## config.mk

```make
export PLATFORM = sky130hd
export DESIGN_NAME = string_hash_bucket_index
export DESIGN_NICKNAME = d
export VERILOG_FILES = /design/src/hw/rtl/shbi_pkg.sv /design/src/hw/rtl/shbi_ctrl.sv /design/src/hw/rtl/shbi_dp.sv /design/src/hw/rtl/string_hash_bucket_index.sv
export SDC_FILE = /design/constraint.sdc
export NUM_CORES = 1
export LEC_CHECK = 0
export ABC_CLOCK_PERIOD_IN_PS = 5800
export BUFFER_PORTS_ARGS = -buffer_cell sky130_fd_sc_hd__buf_2
export CORE_MARGIN = 2
export CORE_UTILIZATION = 45
export CTS_BUF_LIST = sky130_fd_sc_hd__clkbuf_4
export CTS_CLUSTER_SIZE = 25
export DETAILED_ROUTE_END_ITERATION = 10
export PLACE_DENSITY = 0.68
export SYNTH_ARGS = -nofsm -noshare
export SYNTH_HDL_FRONTEND = slang
export SYNTH_SLANG_ARGS = --single-unit
```

## constraint.sdc

```tcl
create_clock -name aclk -period 5.8 [get_ports aclk]
set_input_delay 1.16 -clock aclk [delete_from_list [all_inputs] [get_ports aclk]]
set_output_delay 1.16 -clock aclk [all_outputs]
set_load 0.01 [all_outputs]
```

## src/hw/rtl/shbi_pkg.sv

```systemverilog
// Shared types and constants for the string hash bucket index block.
// No dependencies; imported by every module of the block.
`default_nettype none

package shbi_pkg;

    localparam int HASH_W    = 32;
    localparam int BYTE_W    = 8;
    localparam int CFG_IDX_W = 2;
    localparam int DIV_CNT_W = $clog2(HASH_W);

    localparam logic [CFG_IDX_W-1:0] REG_HASH_MODE    = 2'd0;
    localparam logic [CFG_IDX_W-1:0] REG_BUCKET_COUNT = 2'd1;

    localparam logic              MODE_MULT31  = 1'b0;
    localparam logic              MODE_JOAAT   = 1'b1;
    localparam logic [HASH_W-1:0] BUCKET_RESET = 32'd65521;

    localparam logic [DIV_CNT_W-1:0] DIV_LAST_STEP = DIV_CNT_W'(HASH_W - 1);

    typedef struct packed {
        logic fold;      // fold the accepted byte into the running hash
        logic finish;    // final mix (JOAAT mode), clear running hash, prime divider
        logic div_step;  // one restoring division step
        logic load_out;  // move hash and remainder into the output register
    } shbi_cmd_t;

    typedef struct packed {
        logic out_full;  // output register holds an untaken result
    } shbi_sts_t;

endpackage

`default_nettype wire

```

## src/hw/rtl/shbi_ctrl.sv

```systemverilog
// Controller FSM: sequences byte fold, final mix, bit-serial modulo and output load.
// Depends on shbi_pkg.
`default_nettype none

module shbi_ctrl
    import shbi_pkg::*;
(
    input  wire logic      aclk,
    input  wire logic      aresetn,
    input  wire logic      s_tvalid,
    output logic           s_tready,
    input  wire logic      s_tlast,
    input  wire logic      byte_present,
    input  wire shbi_sts_t sts,
    input  wire logic      m_tready,
    output shbi_cmd_t      cmd
);

    localparam logic [1:0] ST_IDLE = 2'd0;
    localparam logic [1:0] ST_FIN  = 2'd1;
    localparam logic [1:0] ST_DIV  = 2'd2;
    localparam logic [1:0] ST_DONE = 2'd3;

    logic [1:0]           state_reg, state_next;
    logic [DIV_CNT_W-1:0] cnt_reg, cnt_next;
    logic                 accept;

    assign s_tready = (state_reg == ST_IDLE);
    assign accept   = s_tvalid && s_tready;

    always_comb begin
        state_next   = state_reg;
        cnt_next     = cnt_reg;
        cmd.fold     = 1'b0;
        cmd.finish   = 1'b0;
        cmd.div_step = 1'b0;
        cmd.load_out = 1'b0;
        case (state_reg)
            ST_IDLE: begin
                if (accept) begin
                    cmd.fold = byte_present;
                    if (s_tlast) begin
                        state_next = ST_FIN;
                    end
                end
            end
            ST_FIN: begin
                cmd.finish = 1'b1;
                cnt_next   = '0;
                state_next = ST_DIV;
            end
            ST_DIV: begin
                cmd.div_step = 1'b1;
                cnt_next     = cnt_reg + 1'b1;
                if (cnt_reg == DIV_LAST_STEP) begin
                    state_next = ST_DONE;
                end
            end
            ST_DONE: begin
                if (!sts.out_full || m_tready) begin
                    cmd.load_out = 1'b1;
                    state_next   = ST_IDLE;
                end
            end
            default: begin
                state_next = ST_IDLE;
            end
        endcase
    end

    always_ff @(posedge aclk) begin
        if (!aresetn) begin
            state_reg <= ST_IDLE;
            cnt_reg   <= '0;
        end else begin
            state_reg <= state_next;
            cnt_reg   <= cnt_next;
        end
    end

endmodule

`default_nettype wire

```

## src/hw/rtl/shbi_dp.sv

```systemverilog
// Datapath: config registers, running hash, final mix, restoring remainder unit,
// output register. Depends on shbi_pkg.
`default_nettype none

module shbi_dp
    import shbi_pkg::*;
(
    input  wire logic                 aclk,
    input  wire logic                 aresetn,
    input  wire logic                 cfg_wr,
    input  wire logic [CFG_IDX_W-1:0] cfg_index,
    input  wire logic [HASH_W-1:0]    cfg_data,
    input  wire logic [BYTE_W-1:0]    key_byte,
    input  wire shbi_cmd_t            cmd,
    output shbi_sts_t                 sts,
    input  wire logic                 m_tready,
    output logic                      m_tvalid,
    output logic [HASH_W-1:0]         raw_hash,
    output logic [HASH_W-1:0]         bucket_index
);

    logic              mode_reg;
    logic [HASH_W-1:0] bucket_reg;
    logic [HASH_W-1:0] hash_reg, hash_next;
    logic [HASH_W-1:0] raw_reg;
    logic [HASH_W-1:0] dvd_reg;
    logic [HASH_W-1:0] rem_reg, rem_next;
    logic [HASH_W-1:0] out_raw_reg, out_idx_reg;
    logic              out_vld_reg;

    logic [HASH_W-1:0] j_add, j_mix, f_a, f_b, f_c;
    logic [HASH_W:0]   shifted, diff;

    // byte fold
    always_comb begin
        j_add = hash_reg + {{(HASH_W-BYTE_W){1'b0}}, key_byte};
        j_mix = j_add + (j_add << 10);
        j_mix = j_mix ^ (j_mix >> 6);
        if (mode_reg == MODE_JOAAT) begin
            hash_next = j_mix;
        end else begin
            hash_next = (hash_reg << 5) - hash_reg + {{(HASH_W-BYTE_W){1'b0}}, key_byte};
        end
    end

    // final mix
    always_comb begin
        f_a = hash_reg + (hash_reg << 3);
        f_b = f_a ^ (f_a >> 11);
        f_c = f_b + (f_b << 15);
    end

    // one remainder bit per step; a zero divisor leaves the dividend as remainder
    always_comb begin
        shifted  = {rem_reg, dvd_reg[HASH_W-1]};
        diff     = shifted - {1'b0, bucket_reg};
        rem_next = diff[HASH_W] ? shifted[HASH_W-1:0] : diff[HASH_W-1:0];
    end

    always_ff @(posedge aclk) begin
        if (!aresetn) begin
            mode_reg   <= MODE_JOAAT;
            bucket_reg <= BUCKET_RESET;
        end else if (cfg_wr) begin
            case (cfg_index)
                REG_HASH_MODE:    mode_reg   <= cfg_data[0];
                REG_BUCKET_COUNT: bucket_reg <= cfg_data;
                default: begin
                end
            endcase
        end
    end

    always_ff @(posedge aclk) begin
        if (!aresetn) begin
            hash_reg <= '0;
        end else if (cmd.fold) begin
            hash_reg <= hash_next;
        end else if (cmd.finish) begin
            hash_reg <= '0;
        end
    end

    always_ff @(posedge aclk) begin
        if (cmd.finish) begin
            raw_reg <= (mode_reg == MODE_JOAAT) ? f_c : hash_reg;
            dvd_reg <= (mode_reg == MODE_JOAAT) ? f_c : hash_reg;
            rem_reg <= '0;
        end else if (cmd.div_step) begin
            dvd_reg <= dvd_reg << 1;
            rem_reg <= rem_next;
        end
    end

    always_ff @(posedge aclk) begin
        if (cmd.load_out) begin
            out_raw_reg <= raw_reg;
            out_idx_reg <= rem_reg;
        end
    end

    always_ff @(posedge aclk) begin
        if (!aresetn) begin
            out_vld_reg <= 1'b0;
        end else if (cmd.load_out) begin
            out_vld_reg <= 1'b1;
        end else if (m_tready) begin
            out_vld_reg <= 1'b0;
        end
    end

    assign sts.out_full = out_vld_reg;
    assign m_tvalid     = out_vld_reg;
    assign raw_hash     = out_raw_reg;
    assign bucket_index = out_idx_reg;

endmodule

`default_nettype wire

```

## src/hw/rtl/string_hash_bucket_index.sv

```systemverilog
// Top level of the string hash bucket index block: joins controller and datapath.
// Depends on shbi_pkg, shbi_ctrl, shbi_dp.
//
// channel  direction  handshake              payload
// s_       in         s_tvalid / s_tready    tdata key byte, tuser byte present, tlast key end
// m_       out        m_tvalid / m_tready    tdata raw hash, bucket index
// cfg_     in         cfg_valid / cfg_ready  cfg_index, cfg_data
//
// A byte that does not end a key leaves the controller idle and ready for the next byte.
// After a key end the input is not ready again until the final mix, the bit-serial
// remainder unit (one bit per cycle) and the output register load have run.
// aresetn (synchronous) restores hash_mode 1, bucket_count 65521, running hash 0.
// A result waiting in the output register does not block new bytes; only the
// next key end waits for it to be taken.
`default_nettype none

module string_hash_bucket_index
    import shbi_pkg::*;
(
    input  wire logic                 aclk,
    input  wire logic                 aresetn,
    input  wire logic                 s_tvalid,
    output logic                      s_tready,
    input  wire logic [7:0]           s_tdata,   // [7:0] key_byte
    input  wire logic [0:0]           s_tuser,   // [0] byte_present
    input  wire logic                 s_tlast,   // key_last
    output logic                      m_tvalid,
    input  wire logic                 m_tready,
    output logic [63:0]               m_tdata,   // [31:0] raw_hash, [63:32] bucket_index
    input  wire logic                 cfg_valid,
    output logic                      cfg_ready,
    input  wire logic [CFG_IDX_W-1:0] cfg_index,
    input  wire logic [HASH_W-1:0]    cfg_data
);

    shbi_cmd_t         cmd;
    shbi_sts_t         sts;
    logic [HASH_W-1:0] raw_hash, bucket_index;

    assign cfg_ready = 1'b1;
    assign m_tdata   = {bucket_index, raw_hash};

    shbi_ctrl u_ctrl (
        .aclk         (aclk),
        .aresetn      (aresetn),
        .s_tvalid     (s_tvalid),
        .s_tready     (s_tready),
        .s_tlast      (s_tlast),
        .byte_present (s_tuser[0]),
        .sts          (sts),
        .m_tready     (m_tready),
        .cmd          (cmd)
    );

    shbi_dp u_dp (
        .aclk         (aclk),
        .aresetn      (aresetn),
        .cfg_wr       (cfg_valid && cfg_ready),
        .cfg_index    (cfg_index),
        .cfg_data     (cfg_data),
        .key_byte     (s_tdata),
        .cmd          (cmd),
        .sts          (sts),
        .m_tready     (m_tready),
        .m_tvalid     (m_tvalid),
        .raw_hash     (raw_hash),
        .bucket_index (bucket_index)
    );

endmodule

`default_nettype wire

```

# == After elaboration in Yosys (flattened, before gate mapping) ==
# Index checks and enable logic that the tools add are counted.
# totals
regBits,233
inputBits,49
out_inout_bits,67
word_cells,63
# classes
n_addsub,8
n_eq_ne,9
mux,21
bitwise_logic,2
reduce_logical,12
# ops
operator,n
$mux 32,7
$add 32x32->32,3
$add 32x8->32,2
$sub 33x32->33,1
$sub 32x32->32,1
$xor 32x21->32,1
$xor 32x26->32,1
$pmux 5 s2,1
$mux 1,8
$mux 2,4
$pmux 2 s4,1
$reduce_bool 2->1,4
$add 5x1->5 const B,1
$eq 5x5->1 const B,1
$eq 2x1->1 const B,2
$eq 2x2->1 const B,2
$logic_not 2->1,2
$ne 2x1->1 const B,2
$ne 2x2->1 const B,2
$reduce_and 2->1,2
$reduce_and 4->1,1
$logic_and 1x1->1,1
$logic_not 1->1,1
$logic_or 1x1->1,1

# == Depth between registers and ports, before layout ==
# logic_depth
word_depth,5
depth_mapped,24
mapped_depth_nobuf,24

# == Modules after synthesis ==
# A second synthesis with hierarchy kept.
# unflattened
cells_unflattened,1880
hier_area_um2,17424.2
# by_module_without_submodules
module,n_inst,cells_each,area_each_um2,seq_area_each_um2
shbi_dp,1,1828,16961.3,5805.6
shbi_ctrl,1,50,451.7,140.1
string_hash_bucket_index,1,2,11.3,0.0

# == Worst setup path before layout ==
# OpenSTA, ideal clock, no wires.
# synth_timing
kind,register to register
from,reg u_dp.hash_reg[4]
to,reg u_dp.dvd_reg[31] (data pin)
setup_time_ns,0.260
t_arrival_ns,5.450
required_time_ns,5.540
setup_slack_ns,0.090
stages_incl_launch_ff,24
path_buffers,0
period_less_slack_ns,5.710
cell_sequence,dfxtp_1 -> ha_1 -> a211o_1 -> a211oi_2 -> o32a_4 -> nor2_1 -> o21ai_1 -> o21ai_1 -> a21oi_1 -> o21bai_1 -> a21oi_1 -> xnor3_1 -> ha_1 -> fa_1 -> a21oi_1 -> nor2b_1 -> a311o_1 -> o31ai_1 -> o21ai_0 -> o41ai_1 -> o21ai_0 -> xnor3_1 -> mux2_4 -> mux2_4
# synth_between
elab_chain_cells,5
# synth_rtl
element,line_no,source
start: declaration,shbi_dp.sv:24,"logic [HASH_W-1:0] hash_reg, hash_next;"
start signal: assignment,shbi_dp.sv:78,hash_reg <= hash_next;
$add 32x32->32,shbi_dp.sv:48,f_a = hash_reg + (hash_reg << 3);
$xor 32x21->32,shbi_dp.sv:49,f_b = f_a ^ (f_a >> 11);
$add 32x32->32,shbi_dp.sv:50,f_c = f_b + (f_b << 15);
$mux 32,shbi_dp.sv:87,dvd_reg <= (mode_reg == MODE_JOAAT) ? f_c : hash_reg;
$mux 32,shbi_dp.sv:85,if (cmd.finish) begin
end signal: assignment,shbi_dp.sv:87,
end signal: assignment,shbi_dp.sv:90,dvd_reg <= dvd_reg << 1;
end: declaration,shbi_dp.sv:26,logic [HASH_W-1:0] dvd_reg;
# No other way between the ends.
# A chain may end at the register's enable or synchronous reset.

# == Worst setup path after layout ==
# layout_timing
from,reg u_dp.hash_reg[3]
to,reg u_dp.dvd_reg[31] (data pin)
# Same word-level chain as after synthesis.

==> metrics <==
worst hold path class flip-flop to flip-flop; Leakage 8.42 nW; global-route usage over all layers 24.0%; most frequent cell after synthesis ha_1; family with the most delay on the worst path compound AO/OA/AOI/OAI gates; Placed Cells 2482; number of global-route vias before repair 13834; clock insertion delay at the later pin of the skew report 820 ps; CP Capture Type flip-flop; Post-Syn Nets 2063; vias per cell 5.57; die width 199 um; fillers 3490; clock sinks 233; initial antenna violation count 3; gpl congestion 0.952; sequential cell area 0.00595 mm2; worst r2r dst u_dp.dvd_reg[31]; drt wl/cell 18.3 um; antenna violation net count after detailed routing 0; CTS Buf Count 61; Worst R2R Setup Slack 230 ps; largest net degree at the start of global routing 71; Mapped Avg Cell Area 9.32 um2; Tightest Pin Transition 1060 ps; DRC 0; grt ovf 0; port bufs 114; DR iter-0 viols 1033; CP Launch Type flip-flop; post-synth cell types 88; Die H 199 um; Synth area leader edfxtp_1; HPWL after detailed placement 37.1 mm; Arr. time, crit path 6100 ps; pwr/cell area 624 mW/mm2; max cap viols 0; Yosys top cell area share 22.5%; Critical Path Start u_dp.hash_reg[3]; Cell Area, Synth 0.0171 mm2; Min Clock Period, post-route 5570 ps; register bit total from synthesis 233; Final setup viols 0; ys flop type edfxtp_1; maximum buffer depth of the clock tree 3; Buf/Inv on CP 1; I/O pin count 116; num rows 71; Multi-input gate area 0.0105 mm2; Worst Setup EP u_dp.dvd_reg[31]; setup TNS 0 ps; H-tree depth 2; Post-synth EDFFs 128; worst r2r path cells 21; Hold Vio Cnt, Final 0; post-route insts no fill 2603; peak fanout along the critical path 6; die area 0.0395 mm2; CTS Root Cell clkbuf_4; pre-CTS worst setup slack -162 ps; DRT Pass-1 Iters 7; outcome finished clean; first-pass GRT wire length 74.1 mm; NumNets Final 2265; Worst EP required 6330 ps; register area share after synthesis 34.8%; Final Cycle Share 96.1%; Worst path depth 21; Layout area overhead 14.5%; synth top area cells edfxtp_1, ha_1, dfxtp_1, xnor2_1, nand2_1; CTS tree yes; total vias in the final route 14493; maximum clock rate 0.179 GHz; Worst Setup Path Type flip-flop to flip-flop; Pins Over Slew Limit 0; starting density of the core 45.6%; Util after Layout 52.2%; clock transition at the registers of the reported paths 70 ps; Largest stage delay, worst path 440 ps; share of post-route cells with drive strength above 1 17.7%; Syn Inst Count 1834; slowest CP cell dfxtp_1; Critical Path, Cell by Cell ha_1 > inv_1 > fa_1 > nand2b_1 > a21o_1 > a21oi_1 > a21oi_1 > xnor2_2 > xnor3_1 > ha_1 > fa_1 > a21oi_2 > nor2b_1 > a311o_1 > o31ai_2 > o21ai_1 > o41ai_2 > o21ai_1 > xnor3_1 > mux2_4 > mux2_4; peak supply drop 0.469 mV; final setup margin 225 ps; Fin Clk Skew 70.4 ps; Core Box Area 0.0375 mm2; Hold Slack 401 ps; Async SR Flop Fraction 0%; yosys warns 0; max_slew headroom 29.4%; FF-to-FF Start u_dp.hash_reg[3]; total wire length 47.6 mm; Post-synth top cells ha_1, nand2_1, xnor2_1
-- metrics by stage --
| step | power [mW] | area, um2 |
|---|---|---|
| floorplan | 8.41 | 17100 |
| global placement | 10.4 | 18700 |
| detailed placement | 10.5 | 18700 |
| CTS | 12.1 | 19500 |
| global route | 13.1 | 19600 |
| finish | 12.2 | 19600 |
-- placed cells by master, fill, tap and decap left out, drive strengths merged, types with 34 or more instances in the layout --
master | netlist | layout
mux2 | 37 | 37
nand3 | 35 | 35
edfxtp | 128 | 128
a21boi | 34 | 34
a21oi | 111 | 111
buf | 11 | 194
dfxtp | 105 | 105
nand2 | 158 | 158
xnor2 | 137 | 137
o21ai | 110 | 110
nor2 | 120 | 120
ha | 171 | 171
xor2 | 47 | 47
a211oi | 46 | 46
a21o | 53 | 53
clkbuf | 44 | 92
inv | 127 | 128
-- how the worst min path moves through the flow --
stage | start | cells past startpoint | slack (ps) | endpoint
2_1_floorplan | u_dp.raw_reg[0] | 0 | 400 | u_dp.raw_hash[0]
3_3_place_gp | u_dp.raw_reg[19] | 0 | 400 | u_dp.raw_hash[19]
3_5_place_dp | u_dp.raw_reg[7] | 0 | 400 | u_dp.raw_hash[7]
4_1_cts | u_dp.raw_reg[19] | 0 | 400 | u_dp.raw_hash[19]
5_1_grt | u_dp.raw_reg[19] | 0 | 410 | u_dp.raw_hash[19]
6_report | u_dp.raw_reg[19] | 0 | 400 | u_dp.raw_hash[19]
-- final cells by class --
| type | count | share of cell area, % |
|---|---|---|
| diodes | 3 | 0.0384 |
| clock buffers | 92 | 3.53 |
| clock inverters | 24 | 0.684 |
| inverters | 130 | 2.49 |
| multi-input cells | 1416 | 53.6 |
| flip-flops and latches | 233 | 30.4 |
| well taps | 511 | 3.27 |
| repair buffers | 194 | 5.99 |
-- report_power, final --
| group | internal, mW | total, mW | switching (mW) |
|---|---|---|---|
| clock | 0.777 | 1.50 | 0.720 |
| sequential | 2.46 | 2.71 | 0.256 |
| combinational | 3.37 | 7.99 | 4.62 |
| total | 6.60 | 12.2 | 5.60 |
-- worst register-to-register path, stage by stage (launching register included) --
cell      delay, ps
dfxtp_1         440
ha_1            230
inv_1            70
fa_1            390
nand2b_1        170
a21o_1          190
a21oi_1         210
a21oi_1         170
xnor2_2         270
xnor3_1         410
ha_1            250
fa_1            420
a21oi_2         160
nor2b_1          70
a311o_1         390
o31ai_2         180
o21ai_1         140
o41ai_2         330
o21ai_1         130
xnor3_1         190
mux2_4          270
mux2_4          250
-- logic make-up after synthesis --
logic type      Yosys count  synth area share, %
compound gates          506                 19.8
xor+xnor                188                 10.2
fa+ha+maj               182                 13.7
buf+inv                 185                 4.22
flops                   233                 34.8
mux                      68                 4.30
other cells               1               0.0219
simple gates            471                 13.0
-- per-layer routing --
| layer | share of wire (%) | track usage (%) |
|---|---|---|
| met4 | 3.3 | 8.84 |
| met3 | 5.7 | 4.02 |
| met2 | 46 | 39.8 |
| met5 | 0.027 | 0 |
| met1 | 45 | 31.5 |
-- timing repair --
action | in CTS | in global routing
buffers inserted | 0 | 2
endpoints found under the setup margin | 1 | 6
hold buffers | 0 | 0
pin swaps | 0 | 5
cloned | 0 | 0
gates resized for setup | 2 | 9
(Power assumes the default switching activity.)
